File: config.mk
export PLATFORM = sky130hd
export DESIGN_NAME = longest_k_distinct_window
export DESIGN_NICKNAME = d
export VERILOG_FILES = /design/src/hw/rtl/lkdw_pkg.sv /design/src/hw/rtl/longest_k_distinct_window.sv /design/src/hw/rtl/lkdw_cell.sv /design/src/hw/rtl/lkdw_chain.sv
export SDC_FILE = /design/constraint.sdc
export NUM_CORES = 2
export LEC_CHECK = 0
export BUFFER_PORTS_ARGS = -buffer_cell sky130_fd_sc_hd__buf_2
export CAP_MARGIN = 30
export CORE_MARGIN = 1.5
export CORE_UTILIZATION = 50
export DETAILED_ROUTE_END_ITERATION = 8
export PLACE_DENSITY = 0.75
export REMOVE_ABC_BUFFERS = 1
export SLEW_MARGIN = 20
export SYNTH_ARGS = -nofsm -noshare
export SYNTH_HDL_FRONTEND = slang
export SYNTH_HIERARCHICAL = 1
export SYNTH_SLANG_ARGS = --single-unit
File: constraint.sdc
create_clock -name clk -period 24.5 [get_ports clk]
set_input_delay 4.9 -clock clk [delete_from_list [all_inputs] [get_ports clk]]
set_output_delay 4.9 -clock clk [all_outputs]
set_load 0.01 [all_outputs]
File: src/hw/rtl/lkdw_pkg.sv
// Package for the longest k-distinct window block.
// Holds widths, the cell mode codes, the cell link structs and register indexes.
// No dependencies.
package lkdw_pkg;

	localparam int unsigned LKDW_K_MAX = 16;
	localparam int unsigned VALUE_W = 32;
	localparam int unsigned POS_W = 20;
	localparam int unsigned CNT_W = POS_W + 1;
	localparam int unsigned SEG_W = 21;
	localparam int unsigned LIMIT_W = 5;
	localparam int unsigned APB_DATA_W = 32;
	localparam int unsigned APB_ADDR_W = 3;
	localparam logic [CNT_W-1:0] MAX_ITEMS = CNT_W'(1) << POS_W;

	// Register index, taken from the word address bit of paddr.
	localparam logic REG_DISTINCT_LIMIT = 1'b0;

	typedef enum logic [1:0] {
		MODE_HIT   = 2'd0,
		MODE_FILL  = 2'd1,
		MODE_EVICT = 2'd2
	} lkdw_mode_t;

	typedef struct packed {
		logic               load;
		logic               clear;
		lkdw_mode_t         mode;
		logic [VALUE_W-1:0] value;
		logic [POS_W-1:0]   pos;
	} cell_cmd_t;

	typedef struct packed {
		logic               valid;
		logic [VALUE_W-1:0] value;
		logic [POS_W-1:0]   pos;
	} cell_fwd_t;

	typedef struct packed {
		logic             valid;
		logic             hit;
		logic [POS_W-1:0] tail_pos;
	} cell_bwd_t;

endpackage

File: src/hw/rtl/longest_k_distinct_window.sv
// Top level of the longest k-distinct window block: control, registers, output stage.
// Depends on lkdw_pkg and lkdw_chain.
//
// The block takes one sample word per clock cycle and, on the word flagged as end of
// sequence, delivers one result word with the 1-based first and last positions of the
// longest window seen that holds at most distinct_limit distinct values (0 counts as 1,
// and a limit above K_MAX as K_MAX). The path that sets the clock is the value compare
// in every cell followed by the hit and tail signals that ripple through the K_MAX cells
// of the chain. The input stalls only when an end-of-sequence word arrives while the
// previous result is still stalled at the output. After the end-of-sequence word all
// state but distinct_limit and the output is reset; the next word starts a new sequence.
module longest_k_distinct_window import lkdw_pkg::*; #(
	parameter int unsigned K_MAX = LKDW_K_MAX
) (
	input  logic                  clk,
	input  logic                  arst_n,
	input  logic                  psel,
	input  logic                  penable,
	input  logic                  pwrite,
	input  logic [APB_ADDR_W-1:0] paddr,
	input  logic [APB_DATA_W-1:0] pwdata,
	output logic [APB_DATA_W-1:0] prdata,
	output logic                  pready,
	input  logic                  sample_valid,
	output logic                  sample_stall,
	input  logic [VALUE_W-1:0]    sample_value,
	input  logic                  end_of_sequence,
	output logic                  segment_valid,
	input  logic                  segment_stall,
	output logic [SEG_W-1:0]      segment_first,
	output logic [SEG_W-1:0]      segment_final
);

	localparam int unsigned USED_W = $clog2(K_MAX + 1);
	localparam int unsigned CMP_W = (USED_W > LIMIT_W) ? USED_W : LIMIT_W;

	logic [LIMIT_W-1:0] limit_q;
	logic [USED_W-1:0]  used_q;
	logic [CNT_W-1:0]   cnt_q;
	logic [POS_W-1:0]   start_q;
	logic [SEG_W-1:0]   len_q;
	logic [SEG_W-1:0]   best_len_q;
	logic [POS_W-1:0]   best_first_q;
	logic [POS_W-1:0]   best_last_q;
	logic               out_valid_q;
	logic [SEG_W-1:0]   out_first_q;
	logic [SEG_W-1:0]   out_final_q;

	logic               accept;
	logic               take;
	logic               finish;
	logic [POS_W-1:0]   idx;
	logic [CMP_W-1:0]   limit_ext;
	logic [CMP_W-1:0]   limit_eff;
	logic               fill_ok;
	logic               full;
	lkdw_mode_t         mode;
	cell_cmd_t          cmd;
	cell_bwd_t          head;

	logic [POS_W-1:0]   start_n;
	logic [SEG_W-1:0]   len_n;
	logic [SEG_W-1:0]   best_len_n;
	logic [POS_W-1:0]   best_first_n;
	logic [POS_W-1:0]   best_last_n;
	logic [POS_W-1:0]   res_first;
	logic [POS_W-1:0]   res_last;

	// Configuration port.
	assign pready = 1'b1;
	assign prdata = (paddr[2] == REG_DISTINCT_LIMIT) ? APB_DATA_W'(limit_q) : '0;

	always_ff @(posedge clk or negedge arst_n) begin
		if (!arst_n) begin
			limit_q <= LIMIT_W'(1);
		end else if (psel && penable && pwrite && pready && (paddr[2] == REG_DISTINCT_LIMIT)) begin
			limit_q <= pwdata[LIMIT_W-1:0];
		end
	end

	// Handshake and step control.
	assign sample_stall = out_valid_q && segment_stall && end_of_sequence;
	assign accept = sample_valid && !sample_stall;
	assign take = accept && (cnt_q < MAX_ITEMS);
	assign finish = accept && end_of_sequence;
	assign idx = cnt_q[POS_W-1:0];

	assign limit_ext = CMP_W'(limit_q);
	always_comb begin
		if (limit_ext == '0) begin
			limit_eff = CMP_W'(1);
		end else if (limit_ext > CMP_W'(K_MAX)) begin
			limit_eff = CMP_W'(K_MAX);
		end else begin
			limit_eff = limit_ext;
		end
	end
	assign fill_ok = !full && (CMP_W'(used_q) < limit_eff);

	always_comb begin
		if (head.hit) begin
			mode = MODE_HIT;
		end else if (fill_ok) begin
			mode = MODE_FILL;
		end else begin
			mode = MODE_EVICT;
		end
	end

	assign cmd = '{load: take, clear: finish, mode: mode, value: sample_value, pos: idx};

	lkdw_chain #(
		.K_MAX (K_MAX)
	) u_chain (
		.clk    (clk),
		.arst_n (arst_n),
		.cmd    (cmd),
		.head   (head),
		.full   (full)
	);

	// Window and best-window update for the current word.
	always_comb begin
		start_n = start_q;
		len_n = len_q;
		best_len_n = best_len_q;
		best_first_n = best_first_q;
		best_last_n = best_last_q;
		if (take) begin
			if (mode == MODE_EVICT) begin
				if (len_q >= best_len_q) begin
					best_len_n = len_q;
					best_first_n = start_q;
					best_last_n = idx - POS_W'(1);
				end
				start_n = head.tail_pos + POS_W'(1);
				len_n = SEG_W'(idx - start_n) + SEG_W'(1);
			end else begin
				len_n = len_q + SEG_W'(1);
			end
		end
	end

	always_comb begin
		if (len_n > best_len_n) begin
			res_first = start_n;
			res_last = take ? idx : POS_W'(cnt_q - CNT_W'(1));
		end else begin
			res_first = best_first_n;
			res_last = best_last_n;
		end
	end

	always_ff @(posedge clk or negedge arst_n) begin
		if (!arst_n) begin
			used_q <= '0;
			cnt_q <= '0;
			start_q <= '0;
			len_q <= '0;
			best_len_q <= '0;
			best_first_q <= '0;
			best_last_q <= '0;
		end else if (finish) begin
			used_q <= '0;
			cnt_q <= '0;
			start_q <= '0;
			len_q <= '0;
			best_len_q <= '0;
			best_first_q <= '0;
			best_last_q <= '0;
		end else if (take) begin
			if (mode == MODE_FILL) begin
				used_q <= used_q + USED_W'(1);
			end
			cnt_q <= cnt_q + CNT_W'(1);
			start_q <= start_n;
			len_q <= len_n;
			best_len_q <= best_len_n;
			best_first_q <= best_first_n;
			best_last_q <= best_last_n;
		end
	end

	// Output register.
	always_ff @(posedge clk or negedge arst_n) begin
		if (!arst_n) begin
			out_valid_q <= 1'b0;
		end else if (finish) begin
			out_valid_q <= 1'b1;
		end else if (!segment_stall) begin
			out_valid_q <= 1'b0;
		end
	end

	always_ff @(posedge clk) begin
		if (finish) begin
			out_first_q <= SEG_W'(res_first) + SEG_W'(1);
			out_final_q <= SEG_W'(res_last) + SEG_W'(1);
		end
	end

	assign segment_valid = out_valid_q;
	assign segment_first = out_first_q;
	assign segment_final = out_final_q;

endmodule

File: src/hw/rtl/lkdw_cell.sv
// One cell of the recency-ordered entry chain: a value with its last position.
// Depends on lkdw_pkg.
module lkdw_cell import lkdw_pkg::*; (
	input  logic      clk,
	input  logic      arst_n,
	input  cell_cmd_t cmd,
	input  cell_fwd_t up,
	output cell_fwd_t fwd,
	input  cell_bwd_t down,
	output cell_bwd_t bwd
);

	logic               valid_q;
	logic [VALUE_W-1:0] value_q;
	logic [POS_W-1:0]   pos_q;
	logic               own_hit;
	logic               shift;

	assign own_hit = valid_q && (value_q == cmd.value);

	assign bwd.valid = valid_q;
	assign bwd.hit = own_hit | down.hit;
	assign bwd.tail_pos = (valid_q && !down.valid) ? pos_q : down.tail_pos;

	assign fwd.valid = valid_q;
	assign fwd.value = value_q;
	assign fwd.pos = pos_q;

	always_comb begin
		unique case (cmd.mode)
			MODE_HIT:   shift = own_hit | down.hit;
			MODE_FILL:  shift = up.valid;
			MODE_EVICT: shift = valid_q;
			default:    shift = 1'b0;
		endcase
	end

	always_ff @(posedge clk or negedge arst_n) begin
		if (!arst_n) begin
			valid_q <= 1'b0;
		end else if (cmd.clear) begin
			valid_q <= 1'b0;
		end else if (cmd.load && shift) begin
			valid_q <= up.valid;
		end
	end

	always_ff @(posedge clk) begin
		if (cmd.load && shift) begin
			value_q <= up.value;
			pos_q <= up.pos;
		end
	end

endmodule

File: src/hw/rtl/lkdw_chain.sv
// Chain of entry cells, most recent entry at the head.
// Depends on lkdw_pkg and lkdw_cell.
module lkdw_chain import lkdw_pkg::*; #(
	parameter int unsigned K_MAX = LKDW_K_MAX
) (
	input  logic      clk,
	input  logic      arst_n,
	input  cell_cmd_t cmd,
	output cell_bwd_t head,
	output logic      full
);

	cell_fwd_t up [0:K_MAX];
	cell_bwd_t bk [0:K_MAX];

	assign up[0] = '{valid: 1'b1, value: cmd.value, pos: cmd.pos};
	assign bk[K_MAX] = '0;
	assign head = bk[0];
	assign full = up[K_MAX].valid;

	for (genvar i = 0; i < K_MAX; i++) begin : g_cell
		lkdw_cell u_cell (
			.clk    (clk),
			.arst_n (arst_n),
			.cmd    (cmd),
			.up     (up[i]),
			.fwd    (up[i+1]),
			.down   (bk[i+1]),
			.bwd    (bk[i])
		);
	end

endmodule

# Word-level counts from Yosys, hierarchy flattened
# Cells that the tools add are included.
# totals
reg_bits	1024
input_bits	75
output_inout_bits	77
elab_cells	304
# classes
n_addsub	10
n_lt_le_gt_ge	5
eq_ne	19
mux	102
n_bitwise	16
reduce_logical	93
# op_table
cell	count
20-bit two-way mux	33
32-bit == test	16
21-bit two-way mux	11
21-bit by 1-bit adder with 21-bit output, second input constant	3
1-bit logical AND	56
1-bit case mux with 3 select lines	16
20-bit by 1-bit adder with 21-bit output, second input constant	2
20-bit by 1-bit subtractor with 20-bit output, second input constant	2
2-bit nonzero test	18
1-bit two-way mux	34
5-bit two-way mux	6
21-bit greater-or-equal comparator	1
21-bit > comparator	1
21-bit < comparator, second input constant	1
20-bit by 20-bit subtractor with 21-bit output	1
20-bit by 1-bit adder with 20-bit output, second input constant	1
1-bit zero test	16
1-bit OR	15
5-bit by 1-bit adder with 5-bit output, second input constant	1
5-bit > comparator, second input constant	1
5-bit zero test	1
5-bit < comparator	1
2-bit two-way mux	2
2-bit by 1-bit == test with 1-bit output, second input constant	1
5 further kinds	5

# Depth between registers and ports, before layout
# logic_depth
ltp_word	25
depth_mapped	52
depth_no_buf	49

# Hierarchy
# Netlist, hierarchy kept.
# modules_own_cells
mod	instances	cells_each	area_each_um2	seq_area_each_um2
lkdw_cell	16	135	2282.2	1586.5
longest_k_distinct_window	1	1425	12345.6	4615.7
lkdw_chain	1	2	7.5	0.0

# Worst setup path after synthesis
# OpenSTA, ideal clock, no wires.
# synth_path
path_type	input-to-reg
start	input port sample_value[5]
end	register u_chain.g_cell[0].u_cell.pos_q[0], enable pin
setup_ps	479
arrival_ps	13122
required_ps	24021
path_slack_ps	10899
path_stages	25
path_buffers	0
cell_sequence	xor2_1 nor4_1 and3_1 nand3_1 nand2b_1 nand2b_1 nand2b_1 nand2b_1 nand2b_1 nand2b_1 nand2b_1 nand2b_1 nand2b_1 nand2b_1 nand2b_1 nand2b_1 nand2b_1 nand2b_1 nand2b_1 nand2b_1 nor2_1 mux2i_1 nor2_1 a31oi_1 a21oi_1
# synth_rtl
item	line	source
start, declared	longest_k_distinct_window.sv:26	input logic [VALUE_W-1:0] sample_value,
end signal, assigned	lkdw_cell.sv:51	pos_q <= up.pos;
end, declared	lkdw_cell.sv:15	logic [POS_W-1:0] pos_q;

==> flow_metrics.tcl <==
set metrics [dict create \
    holdCritPathClass "reg2reg" \
    drive_gt1_share_pct 18.4 \
    leakage_uw 0.0187 \
    ant_nets 0 \
    end_kind "register" \
    worstSkewPairLatency_ps 690 \
    grt_start_max_net_pins 112 \
    die_x_um 316 \
    firstDrtPassIters 7 \
    relSlewSlack_pct 34.4 \
    clock_power_share_pct 22.0 \
    path_clk_slew_ps 60 \
    clk_path_buf_depth 3 \
    dp.cells 4881 \
    reg2reg_to "segment_first[12]$_DFFE_PP_" \
    min_period_ps 14860 \
    grt_overflow 0 \
    cts_made_buffers 102 \
    grt_pass1_wl_um 155000 \
    power_density_nw_per_um2 133 \
    p_sw_uw 2580 \
    slowest_delay_ps 780 \
    area_growth_pct 11.0 \
    vias 28263 \
    cts_sinks 1024 \
    start_kind "input port" \
    cts_root_buf "clkbuf_16" \
    hold_path_depth 0 \
    rsz0062_at_grt "no" \
    dieArea_um2 99600 \
    synth_area_um2 48900 \
    synth_cells 3586 \
    gp_congestion 0.838 \
    ios 152 \
    hold_buffers 0 \
    cp_data_required_time_ps 24990 \
    antenna_found_initial 1 \
    wl_per_cell_um 18.9 \
    num-fill-cells 7679 \
    crit_start "sample_value[1]" \
    seq_area_um2 30000 \
    grtUsageTotal_pct 19.5 \
    slowest_stage "a21boi_2" \
    cp.arrival_ps 15340 \
    stdcell_count 5072 \
    final_max_slew_viol_count 0 \
    synth_warnings 6 \
    multi_input_area_um2 18000 \
    setup_viol 0 \
    design_area_um2 54200 \
    grt_pass1_vias 29218 \
    finalCritPeriodShare_pct 60.6 \
    r2r-start "u_chain/g_cell[15].u_cell/valid_q$_DFFE_PN0P_" \
    maxCapViolCount 0 \
    dpl_cell_area_um2 50800 \
    cts_tree "done" \
    worstSetupPathType "in2reg" \
    avgSynthCellArea_um2 13.6 \
    fmax_ghz 0.0673 \
    vias_per_cell 5.57 \
    nets 3879 \
    wl_um 95900 \
    cts_setup_buffers 0 \
    drc 0 \
    dp_hpwl_um 67600 \
    outcome "complete, no violations" \
    rrSetupSlack_ps 9880 \
    fp-row-count 114 \
    coreArea_um2 96700 \
    hold_ws_ps 425 \
    finClkSkew_ps 48.5 \
    die_h_um 316 \
    pwr-share-seq_pct 37.3 \
    h-tree-depth 3 \
    worst_slew_pin_slew_ps 978 \
    fin_setup_tns_ps 0 \
    hold_viol_final 0 \
    crit_top_cell "nand2b_1" \
    r2r_cells 46 \
    crit_end "segment_first[12]$_DFFE_PP_" \
    utilization_pct 56.1 \
    worstPathMaxFanout 70 \
    power_frac_comb_pct 40.7 \
    drtIter0Drc 2134 \
    p_int_uw 4630 \
    ctsResizeCount 0 \
    initial_core_util_pct 50.5 \
    port_buffers 94 \
    peakVddDrop_v 0.000167 \
    swShare_pct 35.7 \
]
worst min path at each step:
stage,slack (ps),end,start
final,430,u_chain/g_cell[4].u_cell/pos_q[11]$_DFFE_PP_,u_chain/g_cell[3].u_cell/pos_q[11]$_DFFE_PP_
after global routing,440,u_chain/g_cell[7].u_cell/pos_q[7]$_DFFE_PP_,u_chain/g_cell[6].u_cell/pos_q[7]$_DFFE_PP_
after CTS,430,u_chain/g_cell[10].u_cell/pos_q[4]$_DFFE_PP_,u_chain/g_cell[9].u_cell/pos_q[4]$_DFFE_PP_
after detailed placement,430,u_chain/g_cell[14].u_cell/pos_q[2]$_DFFE_PP_,u_chain/g_cell[13].u_cell/pos_q[2]$_DFFE_PP_
after global placement,420,u_chain/g_cell[3].u_cell/pos_q[14]$_DFFE_PP_,u_chain/g_cell[2].u_cell/pos_q[14]$_DFFE_PP_
after floorplan,420,u_chain/g_cell[10].u_cell/pos_q[0]$_DFFE_PP_,u_chain/g_cell[9].u_cell/pos_q[0]$_DFFE_PP_
layer usage:
metal / track usage (%) / wire (um) / vias to the layer above
met1: 23.3 / 38000 / 13897
li1: - / - / 13485
met3: 3.09 / 4650 / 187
met5: 0 / 12 / -
met2: 35.5 / 50500 / 692
met4: 6.70 / 2850 / 2
cell usage in the layout, fill, tap and decap left out, drive strengths merged, types with 6 or more instances in the layout:
cell type	n
inv	90
dfrtp	149
a31oi	48
nand2	152
ha	92
nand3	88
xnor2	503
mux2i	44
o2bb2ai	18
o211ai	6
o22ai	24
buf	144
and3	39
o31a	17
nor4b	17
nand4	133
nor3	56
clkbuf	128
a211oi	33
o21ai	52
o221ai	6
xor2	104
nor4	39
a21oi	127
mux2	328
nand2b	36
edfxtp	874
bufinv	14
nor2b	10
a21o	8
clkinv	40
or3	8
o221a	14
conb	54
nor2	201
and2	28
power groups by stage:
stage / Clock (uW) / Combinational, uW / Sequential, uW
final: 1580 / 2940 / 2690
after global routing: 1680 / 3210 / 2730
after global placement: 0 / 2850 / 2680
after floorplan: 0 / 2100 / 2690
after CTS: 1620 / 2940 / 2690
after detailed placement: 0 / 2910 / 2720
final cells by class:
cell class | count | area share [%]
inverters | 87 | 0.611
clock buffers | 128 | 4.89
multi-input cells | 2352 | 33.2
diodes | 1 | 0.00461
clock inverters | 60 | 1.39
flip-flops and latches | 1024 | 55.3
well taps | 1276 | 2.94
repair buffers | 144 | 1.64
worst max-delay path: cells and delay by family:
kind,cells,cell delay (ps)
AND/OR/NAND/NOR,29,5910
XOR/XNOR,1,160
adder cells (fa/ha/maj),2,540
AO/OA/AOI/OAI,3,1560
buffers and inverters,5,1810
multiplexers,1,400
registers in the layout, indices dropped and copies added (netlist names):
name,count
best_first_q,20
best_last_q,20
best_len_q,21
cnt_q,21
len_q,21
limit_ext,5
segment_final,21
segment_first,21
segment_valid,1
start_q,20
u_chain/g_cell.u_cell/pos_q,320
u_chain/g_cell.u_cell/valid_q,16
u_chain/g_cell.u_cell/value_q,512
used_q,5
through the flow:
stage               setup slack, ps  power (uW)
floorplan                      8420        4800
global placement               9240        5540
detailed placement             9210        5630
CTS                            9840        7240
global route                   9120        7630
finish                         9640        7210
No activity file was read; power rests on OpenSTA's default activity.
